## config.mk

```make
export PLATFORM = sky130hd
export DESIGN_NAME = nearest_point_with_exclusions
export DESIGN_NICKNAME = d
export VERILOG_FILES = /design/src/rtl/npwe_pkg.sv /design/src/rtl/npwe_sq_dist.sv /design/src/rtl/nearest_point_with_exclusions.sv
export VERILOG_INCLUDE_DIRS = /design/src /design/src/rtl
export SDC_FILE = /design/constraint.sdc
export NUM_CORES = 2
export LEC_CHECK = 0
export BUFFER_PORTS_ARGS = -buffer_cell sky130_fd_sc_hd__clkbuf_2
export CAP_MARGIN = 20
export CORE_UTILIZATION = 45
export DETAILED_ROUTE_END_ITERATION = 10
export SYNTH_ARGS = -nofsm -noshare
export SYNTH_HDL_FRONTEND = slang
export SYNTH_SLANG_ARGS = --single-unit
```

## constraint.sdc

```tcl
create_clock -name clk -period 8.45 [get_ports clk]
set_input_delay 0 -clock clk [delete_from_list [all_inputs] [get_ports clk]]
set_output_delay 0 -clock clk [all_outputs]
set_load 0.02 [all_outputs]
```

## src/rtl/nearest_point_with_exclusions_assert.svh

```systemverilog
// ----------------------------------------------------------------------------
// nearest point with exclusions assertion macros
// concurrent checks, left out of synthesis
// ----------------------------------------------------------------------------
`ifndef NEAREST_POINT_WITH_EXCLUSIONS_ASSERT_SVH
`define NEAREST_POINT_WITH_EXCLUSIONS_ASSERT_SVH

`ifndef SYNTHESIS
// same-cycle implication
`define NPWE_ASSERT_IMPL(label, clk, rst, ante, cons) \
  label: assert property (@(posedge clk) disable iff (rst) (ante) |-> (cons)) \
    else $error("npwe assertion failed");
// next-cycle implication
`define NPWE_ASSERT_NEXT(label, clk, rst, ante, cons) \
  label: assert property (@(posedge clk) disable iff (rst) (ante) |=> (cons)) \
    else $error("npwe assertion failed");
`else
`define NPWE_ASSERT_IMPL(label, clk, rst, ante, cons)
`define NPWE_ASSERT_NEXT(label, clk, rst, ante, cons)
`endif

`endif

```

## src/rtl/npwe_pkg.sv

```systemverilog
// ----------------------------------------------------------------------------
// npwe_pkg
// shared types and constants of the nearest point search
// ----------------------------------------------------------------------------
package npwe_pkg;

  localparam int COORD_W = 16;
  localparam int SIZE_W  = 15;
  localparam int DIFF_W  = COORD_W + 1;
  localparam int SQ_W    = 32;
  localparam int SUM_W   = SQ_W + 1;
  localparam int DIST_W  = 34;
  localparam int R2_W    = 2 * SIZE_W;

  typedef enum logic [2:0] {
    CMD_CLEAR     = 3'd0,
    CMD_ADD_BOX   = 3'd1,
    CMD_ADD_RES   = 3'd2,
    CMD_START     = 3'd3,
    CMD_CANDIDATE = 3'd4,
    CMD_FINISH    = 3'd5
  } cmd_t;

  typedef enum logic [2:0] {
    S_IDLE,
    S_BOX,
    S_RES,
    S_REF,
    S_DRAIN
  } state_t;

  typedef struct packed {
    logic signed [COORD_W-1:0] x;
    logic signed [COORD_W-1:0] y;
    logic [SIZE_W-1:0]         w;
    logic [SIZE_W-1:0]         h;
  } box_entry_t;

  typedef struct packed {
    logic signed [COORD_W-1:0] x;
    logic signed [COORD_W-1:0] y;
  } point_t;

  // tag that travels with a distance through the squaring stage
  typedef struct packed {
    logic res;
    logic last;
  } npwe_tag_t;

endpackage

```

## src/rtl/npwe_sq_dist.sv

```systemverilog
// ----------------------------------------------------------------------------
// npwe_sq_dist
// registered squares of the x and y differences of two points
// ----------------------------------------------------------------------------
module npwe_sq_dist
  import npwe_pkg::*;
(
  input  logic                      clk,
  input  logic                      rst,
  input  logic signed [COORD_W-1:0] a_x,
  input  logic signed [COORD_W-1:0] a_y,
  input  logic signed [COORD_W-1:0] b_x,
  input  logic signed [COORD_W-1:0] b_y,
  input  npwe_tag_t                 in_tag,
  output logic [SQ_W-1:0]           sq_x,
  output logic [SQ_W-1:0]           sq_y,
  output npwe_tag_t                 out_tag
);

  logic signed [DIFF_W-1:0]   dx;
  logic signed [DIFF_W-1:0]   dy;
  logic signed [2*DIFF_W-1:0] prod_x;
  logic signed [2*DIFF_W-1:0] prod_y;

  assign dx     = DIFF_W'(a_x) - DIFF_W'(b_x);
  assign dy     = DIFF_W'(a_y) - DIFF_W'(b_y);
  assign prod_x = dx * dx;
  assign prod_y = dy * dy;

  always_ff @(posedge clk) begin
    if (rst) begin
      out_tag <= '0;
    end else begin
      out_tag <= in_tag;
    end
  end

  // a squared difference is below 2^32
  always_ff @(posedge clk) begin
    sq_x <= prod_x[SQ_W-1:0];
    sq_y <= prod_y[SQ_W-1:0];
  end

endmodule

```

## src/rtl/nearest_point_with_exclusions.sv

```systemverilog
// ----------------------------------------------------------------------------
// nearest_point_with_exclusions
// nearest surviving candidate to a reference, with box and point exclusion
// ----------------------------------------------------------------------------
// Input channel (in_valid / in_stall) carries one command item: clear tables,
// add box, add reserved point, start search, candidate or finish. Output
// channel (out_valid / out_stall) carries one result item per finish.
// cfg_wr_en / cfg_wr_data write the reserved radius; its square is kept.
// Table, start and clear commands are taken while idle. A candidate scans
// the box memory and then the reserved memory, one entry read per cycle,
// and then the squaring stage settles against the reference: in_stall stays
// high until the reference result leaves the squaring stage, and only then
// is the next item taken. A finish loads its result into the output register
// in the cycle after it is taken.
// The output register holds a result while out_stall is high; other items
// are still taken, only another finish waits.
// Synchronous reset empties both tables, clears the search state (best
// distance all ones) and the radius. Table contents need no clearing.
// ----------------------------------------------------------------------------
`include "nearest_point_with_exclusions_assert.svh"

module nearest_point_with_exclusions
  import npwe_pkg::*;
#(
  parameter int BOX_ENTRIES      = 16,
  parameter int RESERVED_ENTRIES = 16
) (
  input  logic                      clk,
  input  logic                      rst,
  input  logic                      in_valid,
  output logic                      in_stall,
  input  logic [2:0]                cmd,
  input  logic signed [COORD_W-1:0] coord_x,
  input  logic signed [COORD_W-1:0] coord_y,
  input  logic [SIZE_W-1:0]         box_width,
  input  logic [SIZE_W-1:0]         box_height,
  output logic                      out_valid,
  input  logic                      out_stall,
  output logic                      found,
  output logic signed [COORD_W-1:0] best_x,
  output logic signed [COORD_W-1:0] best_y,
  input  logic                      cfg_wr_en,
  input  logic [SIZE_W-1:0]         cfg_wr_data
);

  localparam int BOX_CW = $clog2(BOX_ENTRIES + 1);
  localparam int BOX_AW = (BOX_ENTRIES > 1) ? $clog2(BOX_ENTRIES) : 1;
  localparam int RES_CW = $clog2(RESERVED_ENTRIES + 1);
  localparam int RES_AW = (RESERVED_ENTRIES > 1) ? $clog2(RESERVED_ENTRIES) : 1;

  state_t state;
  state_t state_next;

  logic in_acc;
  logic box_rd_en;
  logic res_rd_en;
  logic ref_issue;

  logic [BOX_CW-1:0] box_count;
  logic [RES_CW-1:0] res_count;
  logic [BOX_CW-1:0] box_idx;
  logic [RES_CW-1:0] res_idx;

  box_entry_t box_mem [BOX_ENTRIES];
  point_t     res_mem [RESERVED_ENTRIES];
  box_entry_t box_rd;
  point_t     res_rd;
  logic       box_p1;
  logic       res_p1;
  logic       ref_p1;

  logic [R2_W-1:0]           radius_sq;
  logic signed [COORD_W-1:0] ref_x;
  logic signed [COORD_W-1:0] ref_y;
  logic signed [COORD_W-1:0] cand_x;
  logic signed [COORD_W-1:0] cand_y;
  logic                      excl;
  logic [DIST_W-1:0]         near_sq;
  logic signed [COORD_W-1:0] best_px;
  logic signed [COORD_W-1:0] best_py;
  logic                      found_flag;

  logic signed [DIFF_W-1:0] cx_ext;
  logic signed [DIFF_W-1:0] cy_ext;
  logic signed [DIFF_W-1:0] bx_ext;
  logic signed [DIFF_W-1:0] by_ext;
  logic signed [DIFF_W-1:0] bx_end;
  logic signed [DIFF_W-1:0] by_end;
  logic                     box_hit;

  logic signed [COORD_W-1:0] pt_x;
  logic signed [COORD_W-1:0] pt_y;
  npwe_tag_t                 sq_in_tag;
  npwe_tag_t                 sq_tag;
  logic [SQ_W-1:0]           sq_x;
  logic [SQ_W-1:0]           sq_y;
  logic [SUM_W-1:0]          sq_sum;

  // a finish also waits while a result is held in the output register
  assign in_stall = (state != S_IDLE) || (out_valid && out_stall && (cmd == CMD_FINISH));
  assign in_acc   = in_valid && !in_stall;

  always_ff @(posedge clk) begin
    if (rst) begin
      state <= S_IDLE;
    end else begin
      state <= state_next;
    end
  end

  always_comb begin
    state_next = state;
    box_rd_en  = 1'b0;
    res_rd_en  = 1'b0;
    ref_issue  = 1'b0;
    case (state)
      S_IDLE: begin
        if (in_acc && (cmd == CMD_CANDIDATE)) state_next = S_BOX;
      end
      S_BOX: begin
        if (box_idx < box_count) box_rd_en = 1'b1;
        else state_next = S_RES;
      end
      S_RES: begin
        if (res_idx < res_count) res_rd_en = 1'b1;
        else state_next = S_REF;
      end
      S_REF: begin
        ref_issue  = 1'b1;
        state_next = S_DRAIN;
      end
      S_DRAIN: begin
        if (sq_tag.last) state_next = S_IDLE;
      end
      default: begin
        state_next = S_IDLE;
      end
    endcase
  end

  // table writes happen only in idle and reads only during a scan,
  // so the same entry is never written and read in overlapping cycles
  always_ff @(posedge clk) begin
    if (in_acc && (cmd == CMD_ADD_BOX) && (box_count < BOX_CW'(BOX_ENTRIES))) begin
      box_mem[box_count[BOX_AW-1:0]] <= '{x: coord_x, y: coord_y, w: box_width, h: box_height};
    end
    if (box_rd_en) begin
      box_rd <= box_mem[box_idx[BOX_AW-1:0]];
    end
  end

  always_ff @(posedge clk) begin
    if (in_acc && (cmd == CMD_ADD_RES) && (res_count < RES_CW'(RESERVED_ENTRIES))) begin
      res_mem[res_count[RES_AW-1:0]] <= '{x: coord_x, y: coord_y};
    end
    if (res_rd_en) begin
      res_rd <= res_mem[res_idx[RES_AW-1:0]];
    end
  end

  always_ff @(posedge clk) begin
    if (rst) begin
      box_count <= '0;
      res_count <= '0;
      box_idx   <= '0;
      res_idx   <= '0;
      box_p1    <= 1'b0;
      res_p1    <= 1'b0;
      ref_p1    <= 1'b0;
      radius_sq <= '0;
    end else begin
      box_p1 <= box_rd_en;
      res_p1 <= res_rd_en;
      ref_p1 <= ref_issue;
      if (cfg_wr_en) radius_sq <= R2_W'(cfg_wr_data) * R2_W'(cfg_wr_data);
      if (box_rd_en) box_idx <= box_idx + BOX_CW'(1);
      if (res_rd_en) res_idx <= res_idx + RES_CW'(1);
      if (in_acc) begin
        case (cmd)
          CMD_CLEAR: begin
            box_count <= '0;
            res_count <= '0;
          end
          CMD_ADD_BOX: begin
            if (box_count < BOX_CW'(BOX_ENTRIES)) box_count <= box_count + BOX_CW'(1);
          end
          CMD_ADD_RES: begin
            if (res_count < RES_CW'(RESERVED_ENTRIES)) res_count <= res_count + RES_CW'(1);
          end
          CMD_CANDIDATE: begin
            box_idx <= '0;
            res_idx <= '0;
          end
          default: begin
          end
        endcase
      end
    end
  end

  // half-open box test on 17-bit values, the far edge cannot overflow
  assign cx_ext  = DIFF_W'(cand_x);
  assign cy_ext  = DIFF_W'(cand_y);
  assign bx_ext  = DIFF_W'(box_rd.x);
  assign by_ext  = DIFF_W'(box_rd.y);
  assign bx_end  = bx_ext + $signed({2'b00, box_rd.w});
  assign by_end  = by_ext + $signed({2'b00, box_rd.h});
  assign box_hit = (cx_ext >= bx_ext) && (cx_ext < bx_end)
                && (cy_ext >= by_ext) && (cy_ext < by_end);

  // the reference rides the squaring stage as one last entry
  assign pt_x      = ref_p1 ? ref_x : res_rd.x;
  assign pt_y      = ref_p1 ? ref_y : res_rd.y;
  assign sq_in_tag = '{res: res_p1, last: ref_p1};

  npwe_sq_dist u_sq_dist (
    .clk     (clk),
    .rst     (rst),
    .a_x     (cand_x),
    .a_y     (cand_y),
    .b_x     (pt_x),
    .b_y     (pt_y),
    .in_tag  (sq_in_tag),
    .sq_x    (sq_x),
    .sq_y    (sq_y),
    .out_tag (sq_tag)
  );

  assign sq_sum = {1'b0, sq_x} + {1'b0, sq_y};

  always_ff @(posedge clk) begin
    if (in_acc && (cmd == CMD_CANDIDATE)) begin
      cand_x <= coord_x;
      cand_y <= coord_y;
    end
  end

  always_ff @(posedge clk) begin
    if (rst) begin
      excl       <= 1'b0;
      ref_x      <= '0;
      ref_y      <= '0;
      near_sq    <= '1;
      best_px    <= '0;
      best_py    <= '0;
      found_flag <= 1'b0;
    end else begin
      if (in_acc && (cmd == CMD_CANDIDATE)) excl <= 1'b0;
      if (box_p1 && box_hit) excl <= 1'b1;
      if (sq_tag.res && (sq_sum <= SUM_W'(radius_sq))) excl <= 1'b1;
      if (sq_tag.last && !excl && (DIST_W'(sq_sum) < near_sq)) begin
        near_sq    <= DIST_W'(sq_sum);
        best_px    <= cand_x;
        best_py    <= cand_y;
        found_flag <= 1'b1;
      end
      if (in_acc && (cmd == CMD_START)) begin
        ref_x      <= coord_x;
        ref_y      <= coord_y;
        near_sq    <= '1;
        best_px    <= '0;
        best_py    <= '0;
        found_flag <= 1'b0;
      end
    end
  end

  always_ff @(posedge clk) begin
    if (rst) begin
      out_valid <= 1'b0;
    end else if (in_acc && (cmd == CMD_FINISH)) begin
      out_valid <= 1'b1;
    end else if (!out_stall) begin
      out_valid <= 1'b0;
    end
  end

  always_ff @(posedge clk) begin
    if (in_acc && (cmd == CMD_FINISH)) begin
      found  <= found_flag;
      best_x <= found_flag ? best_px : '0;
      best_y <= found_flag ? best_py : '0;
    end
  end

  `NPWE_ASSERT_NEXT(a_cand_scans, clk, rst, in_acc && (cmd == CMD_CANDIDATE), state == S_BOX)
  `NPWE_ASSERT_NEXT(a_finish_result, clk, rst, in_acc && (cmd == CMD_FINISH), out_valid && (found == $past(found_flag)))
  `NPWE_ASSERT_NEXT(a_ref_ends_scan, clk, rst, sq_tag.last, state == S_IDLE)
  `NPWE_ASSERT_IMPL(a_counts_bounded, clk, rst, 1'b1, (box_count <= BOX_CW'(BOX_ENTRIES)) && (res_count <= RES_CW'(RESERVED_ENTRIES)))

endmodule

```

==> results by group <==
Synth
  – Post-synth ARST share: 0
  – Post-Synth Simple-Gate Area: 0.0514
  – Net Count, Synth: 7868
  – Ys flop type: edfxtp_1
  – Synth Cell Area: 99900 um2
  – Mux share of post-synthesis cell area: 0.115
  – Top cells by area in the synthesized netlist: edfxtp_1, fa_1, mux4_2
  – Syn Area/Cell: 15.0 um2
  – Fraction of the mapped netlist area in adder cells: 0.192
  – Seq cells post-synth: 1883
  – Yosys warns: 0
  – Post-Synthesis Cells: 6643
  – Synth Area in XOR/XNOR: 0.0182
  – Part of the Yosys area used for sequential elements: 0.544
  – Synth cell types: 80
  – Post-synthesis compound-gate area fraction: 0.0356
  – Post-synth EDFFs: 1663
  – Top cell type's share of synthesized area: 0.500
  – Biggest area consumer among synthesized cells: edfxtp_1
  – Largest family of logic cells by synthesized area: adder cells

Floorplan
  – Site Rows: 172
  – Core footprint: 220000 um2
  – Starting Density: 0.454
  – Ports: 120
  – Die W: 473 um
  – Die ar.: 224000 um2
  – Die height: 473 um

Setup path
  – CP Launch Type: flip-flop
  – Worst Path Class, Setup: flip-flop to flip-flop
  – Crit-path leading delay family: adder cells
  – Critical path's slowest cell: fa_1
  – Reg-to-reg setup timing slack: 0.16 ns
  – Req. time, crit path: 9.12 ns
  – R2R depth: 35
  – Bufs and invs on worst path: 7
  – Critical path endpoint category: flip-flop
  – CP startpoint: ref_p1
  – CP max stage delay: 0.58 ns
  – Crit path max fanout: 6
  – Most used cell, CP: fa_1
  – CP Data Arrival Time: 8.95 ns
  – Reg2Reg Launch Point: ref_p1
  – RR Endpoint: u_sq_dist.sq_x[28]

Clock network
  – Worst-path clk slew: 0.06 ns
  – CTS max path bufs: 3
  – Clock latency at the later pin of the worst-skew pair: 0.86 ns
  – H-tree Lvls: 4
  – Num CTS Buffers: 191
  – CTS Sinks: 1883
  – CTS root buf: clkbuf_16
  – CTS tree: yes

Cells and area
  – Cell area after layout: 113000 um2
  – Layout cell share with drive strength beyond 1: 0.179
  – Nets: 8300
  – Layout Area Growth over Synthesis: 13.4%
  – Most frequent cells in the layout: edfxtp_1, inv_1, fa_1
  – Fin cells: 10200
  – Fillers: 18200
  – FF+latch area: 54400 um2
  – Multi-input gate area: 41900 um2
  – Commonest non-fill, non-tap cell in the layout: edfxtp_1

STA
  – Clock skew: 0.0763 ns
  – Count of final hold-check violations: 0
  – Final period util: 0.981
  – Final setup vio count: 0
  – Final Slew Violations: 0
  – Slew @ Worst Pin: 1.09 ns
  – Setup TNS: 0 ns
  – Min cycle time layout: 8.29 ns
  – Setup ws final: 0.165 ns
  – RSZ-0062 raised after global routing: yes
  – Fmax achieved: 121 MHz
  – Slew headroom: 0.276

Power
  – Pwr dens: 299 nW/um2
  – P_leak: 42.8 nW
  – IR drop worst, VDD: 0.000457 V

Placement
  – Port bufs: 119
  – Area after DPL: 106000 um2
  – Pre-CTS WS: -0.155 ns
  – Placer's final routability congestion estimate: 0.908
  – Dpl hpwl: 165 mm
  – Cell Count Post-Placement: 9735

Detailed routing
  – 1st-iter DRT viols: 4428
  – Wire per inst: 24.3 um
  – Antenna Nets Post-Route: 0
  – Drt via density: 5.43
  – Drc violations: 0
  – Final wirelength: 248 mm
  – 1st-pass router iterations: 6
  – Vias: 55400

Global route
  – Initial antenna violation count: 9
  – First-pass GRT wire length: 372 mm
  – Vias in the first global route: 57900
  – Largest net degree at the start of global routing: 127
  – Total global-route track usage: 0.226
  – Gr ovfl total: 0

Min path
  – Hold WC Path Type: input port to flip-flop
  – Hold_sp: coord_x[5]
  – Hold path cells: 1
  – Worst Hold Path EP: res_mem[3][21]

Flow run
  – Max-Cap Viols: 0

Outcome
  – Outcome: finished clean
==> through the flow <==
| step | util | hold slack [ns] | power, mW |
|---|---|---|---|
| finish | 0.515 | 0.0594 | 33.9 |
| global route | 0.515 | 0.0464 | 36.4 |
| CTS | 0.512 | 0.00875 | 33.8 |
| detailed placement | 0.479 | 0.330 | 25.3 |
| global placement | 0.479 | 0.316 | 25.2 |
| floorplan | - | 0.0989 | 20.9 |
==> how the worst max path moves through the flow <==
| stage | endpoint | slack (ns) | depth (start not counted) |
|---|---|---|---|
| 6_report | u_sq_dist.sq_x[28] | 0.16 | 35 |
| 5_1_grt | u_sq_dist.sq_y[31] | -0.13 | 34 |
| 3_3_place_gp | u_sq_dist.sq_y[31] | 0.03 | 31 |
| 2_1_floorplan | u_sq_dist.sq_y[31] | 0.01 | 34 |
| 3_5_place_dp | u_sq_dist.sq_x[30] | -0.16 | 35 |
| 4_1_cts | u_sq_dist.sq_x[30] | 0.001 | 36 |
==> sequential cells by signal (all words and copies together) (netlist names), 16 cells and up <==
signal and count:
box_mem 992, res_mem 512, box_rd 62, near_sq 34, res_rd 32, u_sq_dist.sq_x 31
u_sq_dist.sq_y 31, radius_sq 29, best_px 16, best_py 16, best_x 16, best_y 16
cand_x 16, cand_y 16, ref_x 16, ref_y 16
==> report_power, final <==
part | internal, mW | switching (mW) | total [mW]
Sequential | 10.5 | 0.0981 | 10.6
Clock | 4.75 | 3.60 | 8.35
Combinational | 6.64 | 8.35 | 15.0
Total | 21.8 | 12.1 | 33.9
==> synth_stat cells (all sizes together), types with 8 or more instances <==
cell type / instances
edfxtp: 1663
inv: 957
fa: 655
ha: 485
mux4: 470
nand2: 387
nor2: 355
dfxtp: 220
a21oi: 179
clkbuf: 159
xnor2: 142
and2: 127
o21ai: 84
mux2i: 80
a21o: 75
xor2: 65
buf: 60
nor3: 57
nand3: 46
nor2b: 41
o211ai: 40
nand2b: 35
o21a: 28
nand4: 27
o21bai: 23
and3: 14
a31oi: 13
a211oi: 12
or2: 11
or3: 10
a2111oi: 8
a211o: 8
o22ai: 8
o31ai: 8
==> cell families (layout without fill, tap and decap cells) <==
logic type / count (synthesis) / after routing
and+or+nand+nor: 1131 / 1131
adders and majority gates: 1140 / 1140
buffers and inverters: 1182 / 1774
other: 0 / 4
DFF: 1883 / 1883
xor gates and xnor gates: 207 / 207
AOI/OAI and AO/OA: 544 / 544
muxes: 556 / 556
==> worst register-to-register path: cells and delay by family (launching register included) <==
family          cells  cell delay (ns)
compound gates     13             2.36
xor+xnor            1             0.14
fa+ha+maj           8             3.47
buf+inv             7             0.71
flops               1             0.41
mux                 2             0.64
simple gates        4             0.42
==> layer usage <==
metal  track usage  vias to the layer above  wire length (um)
met4        0.0645                        6              7030
li1              -                    24600                 -
met3        0.0328                      335             14000
met5             0                        -                36
met1         0.301                    29000            103000
met2         0.385                     1524            124000
==> repair_timing <==
item,4_1_cts,5_1_grt
pin swaps,3,65
buffers inserted,3,23
gates resized for setup,10,113
endpoints found under the setup margin,6,15
hold buffers,79,0
hold endpoints to repair,1303,0
==> layout make-up <==
| type | instances | share of cell area |
|---|---|---|
| well taps | 2958 | 0.0327 |
| clock buffers | 245 | 0.0449 |
| diodes | 4 | 0.0000883 |
| clock inverters | 108 | 0.0101 |
| multi-input cells | 3578 | 0.370 |
| flip-flops and latches | 1883 | 0.480 |
| inverters | 963 | 0.0319 |
| repair buffers | 458 | 0.0308 |
No activity file was read; power rests on OpenSTA's default activity.
